==> config.mk <==
export PLATFORM = sky130hd
export DESIGN_NAME = sliding_window_distinct_count_top
export DESIGN_NICKNAME = d
export VERILOG_FILES = /design/src/hdl/swdc_pkg.sv /design/src/hdl/swdc_cell.sv /design/src/hdl/sliding_window_distinct_count_top.sv
export SDC_FILE = /design/constraint.sdc
export NUM_CORES = 2
export LEC_CHECK = 0
export BUFFER_PORTS_ARGS = -buffer_cell sky130_fd_sc_hd__buf_4
export CORE_UTILIZATION = 45
export CTS_CLUSTER_DIAMETER = 100
export CTS_CLUSTER_SIZE = 14
export DETAILED_ROUTE_END_ITERATION = 10
export GPL_TIMING_DRIVEN = 0
export MAX_ROUTING_LAYER = met4
export PLACE_DENSITY = 0.57
export REMOVE_ABC_BUFFERS = 1
export SLEW_MARGIN = 20
export SYNTH_ARGS = -nofsm -noshare
export SYNTH_HDL_FRONTEND = slang
export SYNTH_HIERARCHICAL = 1
export SYNTH_SLANG_ARGS = --single-unit
export TNS_END_PERCENT = 10
==> constraint.sdc <==
create_clock -name aclk -period 79.5 [get_ports aclk]
set_clock_uncertainty 0.15 [all_clocks]
set_input_delay 7.95 -clock aclk [delete_from_list [all_inputs] [get_ports aclk]]
set_output_delay 7.95 -clock aclk [all_outputs]
set_load 0.005 [all_outputs]
==> src/hdl/swdc_pkg.sv <==
package swdc_pkg;

    localparam int MAX_WINDOW_DEF  = 64;
    localparam int VALUE_WIDTH_DEF = 32;
    localparam int CFG_W           = 7;
    localparam int OUT_W           = 7;
    localparam int WINDOW_RESET    = 16;

    // per-cell match flags against the incoming and the leaving value
    typedef struct packed {
        logic new_hit;
        logic old_hit;
    } cell_hit_t;

endpackage

==> src/hdl/swdc_cell.sv <==
module swdc_cell #(
    parameter int INDEX       = 0,
    parameter int VALUE_WIDTH = swdc_pkg::VALUE_WIDTH_DEF,
    parameter int CNT_W       = 7
) (
    input  logic                   aclk,
    input  logic                   shift_en,
    input  logic [VALUE_WIDTH-1:0] prev_value,
    input  logic [VALUE_WIDTH-1:0] new_value,
    input  logic [VALUE_WIDTH-1:0] old_value,
    input  logic [CNT_W-1:0]       active_limit,
    output logic [VALUE_WIDTH-1:0] cell_value,
    output swdc_pkg::cell_hit_t    hit
);
    import swdc_pkg::*;

    logic [VALUE_WIDTH-1:0] value_reg;
    logic                   active;

    always_ff @(posedge aclk) begin
        if (shift_en) begin
            value_reg <= prev_value;
        end
    end

    // a cell only takes part once it holds a value of the remaining window
    assign active      = CNT_W'(INDEX) < active_limit;
    assign hit.new_hit = active && (value_reg == new_value);
    assign hit.old_hit = active && (value_reg == old_value);
    assign cell_value  = value_reg;

endmodule

==> src/hdl/sliding_window_distinct_count_top.sv <==
// channel   | ports                          | beat
// ----------+--------------------------------+---------------------------------
// input     | s_valid s_ready s_sample_value | one stream value
// result    | m_valid m_ready m_distinct_count | distinct values in full window
// config    | cfg_valid cfg_ready cfg_data   | window size, restarts the stream
//
// one beat per cycle: the cell row compares the incoming and the leaving value
// against all held values in parallel, and the count updates in the same cycle.
// the result sits in an output register; a new beat is taken when it is empty
// or being taken in the same cycle. a config write restarts the window at once,
// and the input is held off while a config write is offered.
// synchronous active-low reset; the window refills before the first result.
module sliding_window_distinct_count_top #(
    parameter int MAX_WINDOW  = swdc_pkg::MAX_WINDOW_DEF,
    parameter int VALUE_WIDTH = swdc_pkg::VALUE_WIDTH_DEF
) (
    input  logic                          aclk,
    input  logic                          aresetn,
    input  logic                          s_valid,
    output logic                          s_ready,
    input  logic [VALUE_WIDTH-1:0]        s_sample_value,
    output logic                          m_valid,
    input  logic                          m_ready,
    output logic [swdc_pkg::OUT_W-1:0]    m_distinct_count,
    input  logic                          cfg_valid,
    output logic                          cfg_ready,
    input  logic [swdc_pkg::CFG_W-1:0]    cfg_data
);
    import swdc_pkg::*;

    localparam int CNT_W   = $clog2(MAX_WINDOW + 1);
    localparam int NCELL   = (MAX_WINDOW > 1) ? MAX_WINDOW - 1 : 1;
    localparam int IDX_W   = (NCELL > 1) ? $clog2(NCELL) : 1;
    localparam int EXT_W   = CNT_W + CFG_W;
    localparam int WS_INIT = (WINDOW_RESET > MAX_WINDOW) ? MAX_WINDOW : WINDOW_RESET;

    logic [CNT_W-1:0]       ws_reg, ws_next;
    logic [CNT_W-1:0]       fill_reg, fill_next;
    logic [CNT_W-1:0]       distinct_reg, distinct_next;
    logic [VALUE_WIDTH-1:0] old_reg;
    logic                   m_valid_reg;
    logic [OUT_W-1:0]       m_count_reg, m_count_next;

    logic                   s_fire, cfg_fire, removal, new_in, old_gone, emit;
    logic [CNT_W-1:0]       active_limit, sel;
    logic [EXT_W-1:0]       cfg_ext;
    logic [CNT_W+OUT_W-1:0] count_wide;
    logic [VALUE_WIDTH-1:0] cell_val [NCELL];
    cell_hit_t              hits [NCELL];
    logic [NCELL-1:0]       new_hits, old_hits;

    assign cfg_ready = 1'b1;
    assign s_ready   = (!m_valid_reg || m_ready) && !cfg_valid;
    assign s_fire    = s_valid && s_ready;
    assign cfg_fire  = cfg_valid && cfg_ready;

    // when the window is full the oldest cell leaves, so it is left out
    assign removal      = (fill_reg == ws_reg);
    assign active_limit = fill_reg - CNT_W'(removal);

    genvar i;
    generate
        for (i = 0; i < NCELL; i++) begin : g_cell
            logic [VALUE_WIDTH-1:0] prev_value;
            if (i == 0) begin : g_head
                assign prev_value = s_sample_value;
            end else begin : g_link
                assign prev_value = cell_val[i-1];
            end
            swdc_cell #(
                .INDEX       (i),
                .VALUE_WIDTH (VALUE_WIDTH),
                .CNT_W       (CNT_W)
            ) u_cell (
                .aclk         (aclk),
                .shift_en     (s_fire),
                .prev_value   (prev_value),
                .new_value    (s_sample_value),
                .old_value    (old_reg),
                .active_limit (active_limit),
                .cell_value   (cell_val[i]),
                .hit          (hits[i])
            );
            assign new_hits[i] = hits[i].new_hit;
            assign old_hits[i] = hits[i].old_hit;
        end
    endgenerate

    assign new_in   = ~|new_hits;
    assign old_gone = removal && ~|old_hits;

    always_comb begin
        distinct_next = distinct_reg + CNT_W'(new_in) - CNT_W'(old_gone);
        fill_next     = (fill_reg < ws_reg) ? fill_reg + CNT_W'(1) : fill_reg;
        emit          = (fill_next == ws_reg);
        count_wide    = {{OUT_W{1'b0}}, distinct_next};
        m_count_next  = count_wide[OUT_W-1:0];
        sel           = ws_reg - CNT_W'(2);
        cfg_ext       = {{CNT_W{1'b0}}, cfg_data};
        if (cfg_ext == '0) begin
            ws_next = CNT_W'(1);
        end else if (cfg_ext > EXT_W'(MAX_WINDOW)) begin
            ws_next = CNT_W'(MAX_WINDOW);
        end else begin
            ws_next = cfg_ext[CNT_W-1:0];
        end
    end

    always_ff @(posedge aclk) begin
        if (!aresetn) begin
            ws_reg       <= CNT_W'(WS_INIT);
            fill_reg     <= '0;
            distinct_reg <= '0;
            m_valid_reg  <= 1'b0;
        end else begin
            if (cfg_fire) begin
                ws_reg       <= ws_next;
                fill_reg     <= '0;
                distinct_reg <= '0;
            end else if (s_fire) begin
                fill_reg     <= fill_next;
                distinct_reg <= distinct_next;
            end
            if (s_fire && emit) begin
                m_valid_reg <= 1'b1;
            end else if (m_ready) begin
                m_valid_reg <= 1'b0;
            end
        end
    end

    // leaving value of the next window: the cell one short of the window end
    always_ff @(posedge aclk) begin
        if (s_fire) begin
            m_count_reg <= m_count_next;
            old_reg     <= (ws_reg == CNT_W'(1)) ? s_sample_value : cell_val[sel[IDX_W-1:0]];
        end
    end

    assign m_valid          = m_valid_reg;
    assign m_distinct_count = m_count_reg;

    a_distinct_le_fill: assert property (@(posedge aclk) disable iff (!aresetn)
        distinct_reg <= fill_reg)
        else $error("distinct count exceeds fill level");

    a_fill_le_window: assert property (@(posedge aclk) disable iff (!aresetn)
        fill_reg <= ws_reg)
        else $error("fill level exceeds window size");

    a_nonempty_count: assert property (@(posedge aclk) disable iff (!aresetn)
        (fill_reg != '0) |-> (distinct_reg != '0))
        else $error("nonempty window with zero distinct values");

    a_fill_after_beat: assert property (@(posedge aclk) disable iff (!aresetn)
        (s_fire && !cfg_fire) |=> (fill_reg != '0))
        else $error("accepted beat left the window empty");

endmodule

Word level (Yosys, flattened, before mapping)
Cells that the tools add are included.
{ "totals": {"elab_cells": 420, "register_bits": 2077, "out_inout_bits": 10} }
{ "classes": {"reduce_logical": 140, "bitwise_logic": 2, "mux": 9, "add_sub_neg": 5, "n_eq_ne": 129, "order_cmp": 66} }
{ "op_table": {"columns": ["op", "count"], "rows": [
  ["== test 32 bit", 126],
  ["less-than comparator 6 x 7 -> 1 bit (first input constant)", 31],
  ["binary-select mux 32 bit (select 6 bit)", 1],
  ["logical AND 1 bit", 130],
  ["OR reduction 63 bit", 2],
  ["less-than comparator 5 x 7 -> 1 bit (first input constant)", 16],
  ["two-way mux 32 bit", 3],
  ["less-than comparator 4 x 7 -> 1 bit (first input constant)", 8],
  ["less-than comparator 3 x 7 -> 1 bit (first input constant)", 4],
  ["two-way mux 7 bit", 3],
  ["== test 7 bit", 2],
  ["less-than comparator 1 x 7 -> 1 bit (first input constant)", 2],
  ["less-than comparator 2 x 7 -> 1 bit (first input constant)", 2],
  ["subtractor 7 x 1 -> 7 bit", 2],
  ["adder 7 x 1 -> 7 bit", 1],
  ["adder 7 x 1 -> 7 bit (second input constant)", 1],
  ["== test 7 x 1 -> 1 bit (second input constant)", 1],
  ["greater-or-equal comparator 7 bit (second input constant)", 1],
  ["> comparator 7 bit (second input constant)", 1],
  ["logical NOT 7 bit", 1],
  ["less-than comparator 7 bit", 1],
  ["inverter 6 -> 7 bit", 1],
  ["subtractor 6 x 2 -> 6 bit (second input constant)", 1],
  ["logical NOT 1 bit", 4],
  ["other kinds (5)", 6]
]} }

Depth between registers and ports, before layout
{ "logic_depth": {"ltp_word": 8, "depth_mapped": 29, "mapped_depth_nobuf": 27} }

Least setup slack after synthesis
No wires, ideal clock.
{ "synth_path": {"path_kind": "in2reg", "from": "in cfg_valid", "to": "reg g_cell[0].u_cell.value_reg[0] (enable)", "required_time_ns": 63.823, "n_path_buf": 1, "setup_slack_ns": 18.072, "path_stages": 4, "arrival_time_ns": 45.751, "cell_sequence": "clkbuf_1 -> clkinv_1 -> nand3_1 -> clkinv_1"} }
{ "synth_via": {"elab_chain_cells": 3} }
{ "synth_lines": {"columns": ["item", "line", "source"], "rows": [
  ["from (decl)", "sliding_window_distinct_count_top.sv:25", "input logic cfg_valid,"],
  ["logical NOT 1 bit", "sliding_window_distinct_count_top.sv:53", "assign s_ready = (!m_valid_reg || m_ready) && !cfg_valid;"],
  ["logical AND 1 bit", "sliding_window_distinct_count_top.sv:53", null],
  ["logical AND 1 bit", "sliding_window_distinct_count_top.sv:54", "assign s_fire = s_valid && s_ready;"],
  ["via s_fire", "sliding_window_distinct_count_top.sv:44", "logic s_fire, cfg_fire, removal, new_in, old_gone, emit;"],
  ["to (signal assigned)", "swdc_cell.sv:22", "value_reg <= prev_value;"],
  ["to (decl)", "swdc_cell.sv:17", "logic [VALUE_WIDTH-1:0] value_reg;"]
]} }
The timed path passes the listed nets, and every way through them passes these cells.
A chain may end at the register's enable or synchronous reset.

Worst setup path after layout
{ "layout_path": {"from": "in m_ready", "to": "out s_ready"} }
{ "layout_via": {"elab_chain_cells": 2} }
{ "layout_lines": {"columns": ["item", "line", "source"], "rows": [
  ["from (decl)", "sliding_window_distinct_count_top.sv:23", "input logic m_ready,"],
  ["logical OR 1 bit", "sliding_window_distinct_count_top.sv:53", null],
  ["logical AND 1 bit", "sliding_window_distinct_count_top.sv:53", null],
  ["to (decl)", "sliding_window_distinct_count_top.sv:20", "output logic s_ready,"]
]} }
Every way passes these cells.

==> results.cfg <==
[timing]
setup_viol_count_final = 0
maxSlewHeadroom_pct = 10.3
drv_slew = 0
fin_crit_ns = 16.50
tightest_slew_ns = 1.34
hold_viol = 0
fin_tns_setup_ns = 0
min_period_over_period_pct = 20.8
fmax_mhz = 60.6
rsz0062_at_grt = false

[floorplan]
die-area_um2 = 287000
io_pins = 54
fp-row-count = 195
core_um2 = 283000
die_x_um = 535
die-height_um = 535
start_util_pct = 45.3

[route]
via_count = 100000
routed_wirelength_um = 659000
via_per_inst = 7.14
drc = 0
drt_first_pass_iters = 9
drtAntennaViolNets = 0
drt_iter0_drc = 17800
wire_per_inst_um = 47.0

[placement]
gp_congestion = 0.995
placed_cell_area_um2 = 143000
post-dp-hpwl_um = 487000
io_buffer_count = 52

[yosys]
synthesis.instances = 9715
yosysSeqAreaShare_pct = 48.5
synth_ff_type = edfxtp_1
ys_seq_elements = 2077
synth_edf_count = 2055
synth_cell_types = 79
syn_avg_cell_area_um2 = 13.2
yosysWarnings = 6
async_reset_ff_share_pct = 0
synth_area_um2 = 128000

[job]
drv_cap = 0

[layout]
largest_register_ffs = 2016
final_nets = 10300
drive_above_1_share_pct = 13.9
syn_to_final_growth_pct = 15.2
post-route-cell-area_um2 = 148000

[clock_network]
clkLatencyLatePin_ns = 0.91
htree_levels = 4
numCtsBuffers = 171
clock-sinks = 2077
cts_root_buf = clkbuf_16
clockBufferDepth = 4
cts-resized-gates = 0
cts_setup_buffers = 0
clkTransAtPathRegs_ns = 0.06
cts_tree = yes
ctsHoldBuffers = 0

[global_route]
grt_max_degree = 87
antenna_found_initial = 25
grt_overflow = 0
grt_pass1_wl_um = 871000
grt_pass1_vias = 94200
groute.usage.overall_pct = 46.4

[critical_path]
cp_slowest_cell = nor2b_1
slowest_delay_ns = 0.15
arrival_ns = 8.40
critPathCaptureType = primary output
rr_worst_depth = 26
crit_fanout = 2
path_class = input pin to primary output
cp-start-kind = input pin
cp_cell_sequence = buf_4, nor2b_1, nor2_1, buf_4
path_common_cell = buf_4
cp.required_ns = 71.40

[power_and_ir_drop]
ir_drop_uv = 17.8
powerDensity_nw_per_um2 = 19.2
p_leak_uw = 0.0489

[worst_hold_path]
worstHoldPathType = flop to flop
hold_depth = 2

[outcome]
outcome = completed
## area by class of cell
class | count | area (µm²)
repair buffers | 598 | 11300
multi-input cells | 7356 | 64700
well taps | 3743 | 4680
clock inverters | 11 | 105
inverters | 28 | 125
flip-flops and latches | 2077 | 62200
fillers | 24000 | 135000
clock buffers | 194 | 4430
diodes | 24 | 60.1
## final timing paths
kind / startpoint / slack [ns] / to
worst max-delay path: m_ready / 63.00 / s_ready
worst max register to register: ws_reg[3]$_SDFFE_PN0P_ / 69.53 / m_distinct_count[6]$_DFFE_PP_
worst min register to register: distinct_reg[0]$_SDFFE_PP0P_ / 0.32 / distinct_reg[0]$_SDFFE_PP0P_
worst min-delay path: distinct_reg[0]$_SDFFE_PP0P_ / 0.32 / distinct_reg[0]$_SDFFE_PP0P_
## synthesized netlist by cell type, types with 55 or more instances
library cell     n  area share (%)
a22o_1          63            0.43
buf_2           58            0.23
nor4_1         652             3.2
mux4_2         233             4.1
a22oi_1        156            0.91
o21ai_1         63            0.25
nor2_1          88            0.26
mux2i_1        564             4.4
a221oi_1        62            0.42
nand2_1        128            0.38
xor2_1        3347              23
clkbuf_1       105            0.31
a21oi_1         94            0.37
edfxtp_1      2055              48
buf_4           55            0.32
nand3_1         92            0.36
xnor2_1        711             4.9
nand4_1        359             1.8
nor4_2         288             2.8
## kinds of logic (layout without fill, tap and decap cells)
family	Yosys count	count (layout)	synth area share, %
XOR/XNOR	4058	4058	27.8
flip-flops	2077	2077	48.5
AND/OR/NAND/NOR	1759	1759	9.60
multiplexers	828	828	8.78
other	1	25	0.00293
buffers and inverters	282	831	1.18
adder cells (fa/ha/maj)	19	19	0.192
AO/OA/AOI/OAI	691	691	3.94
## routing by layer
metal | global-route usage [%] | routed length (µm) | vias to the layer above
met4 | 33.3 | 60200 | 0
met5 | - | 0 | -
met3 | 14.2 | 89100 | 2622
met1 | 57.1 | 237000 | 50800
met2 | 64.2 | 272000 | 8941
li1 | - | - | 37800
## per-stage QoR
step	hold WS (ns)	cells	power, µW	util, %	setup slack (ns)
after global routing	0.351	14000	2860	52.2	62.92
after CTS	0.315	14000	2800	52.2	62.99
final	0.316	14000	2840	52.2	63.00
after floorplan	0.291	9461	1770	-	18.37
after detailed placement	0.308	13800	1990	50.6	62.99
after global placement	0.299	13300	2130	46.6	-6.94
## placed cells by master (no fill, tap or decap), drive strengths merged, types with 156 or more instances in the layout
| cell type | n |
|---|---|
| mux2i | 564 |
| edfxtp | 2055 |
| xor2 | 3347 |
| a22oi | 156 |
| clkbuf | 195 |
| nand4 | 359 |
| nor4 | 941 |
| mux4 | 233 |
| xnor2 | 711 |
| buf | 597 |
## worst max-delay path: cells and delay by family
family | cells | cell delay, ns
buffers and inverters | 2 | 0.24
AND/OR/NAND/NOR | 2 | 0.21
## power by group
group	internal (µW)	switching (µW)	total [µW]
logic	239	432	671
clock network	393	435	827
registers	1250	88.3	1340
Power figures use the tool's default switching activity.
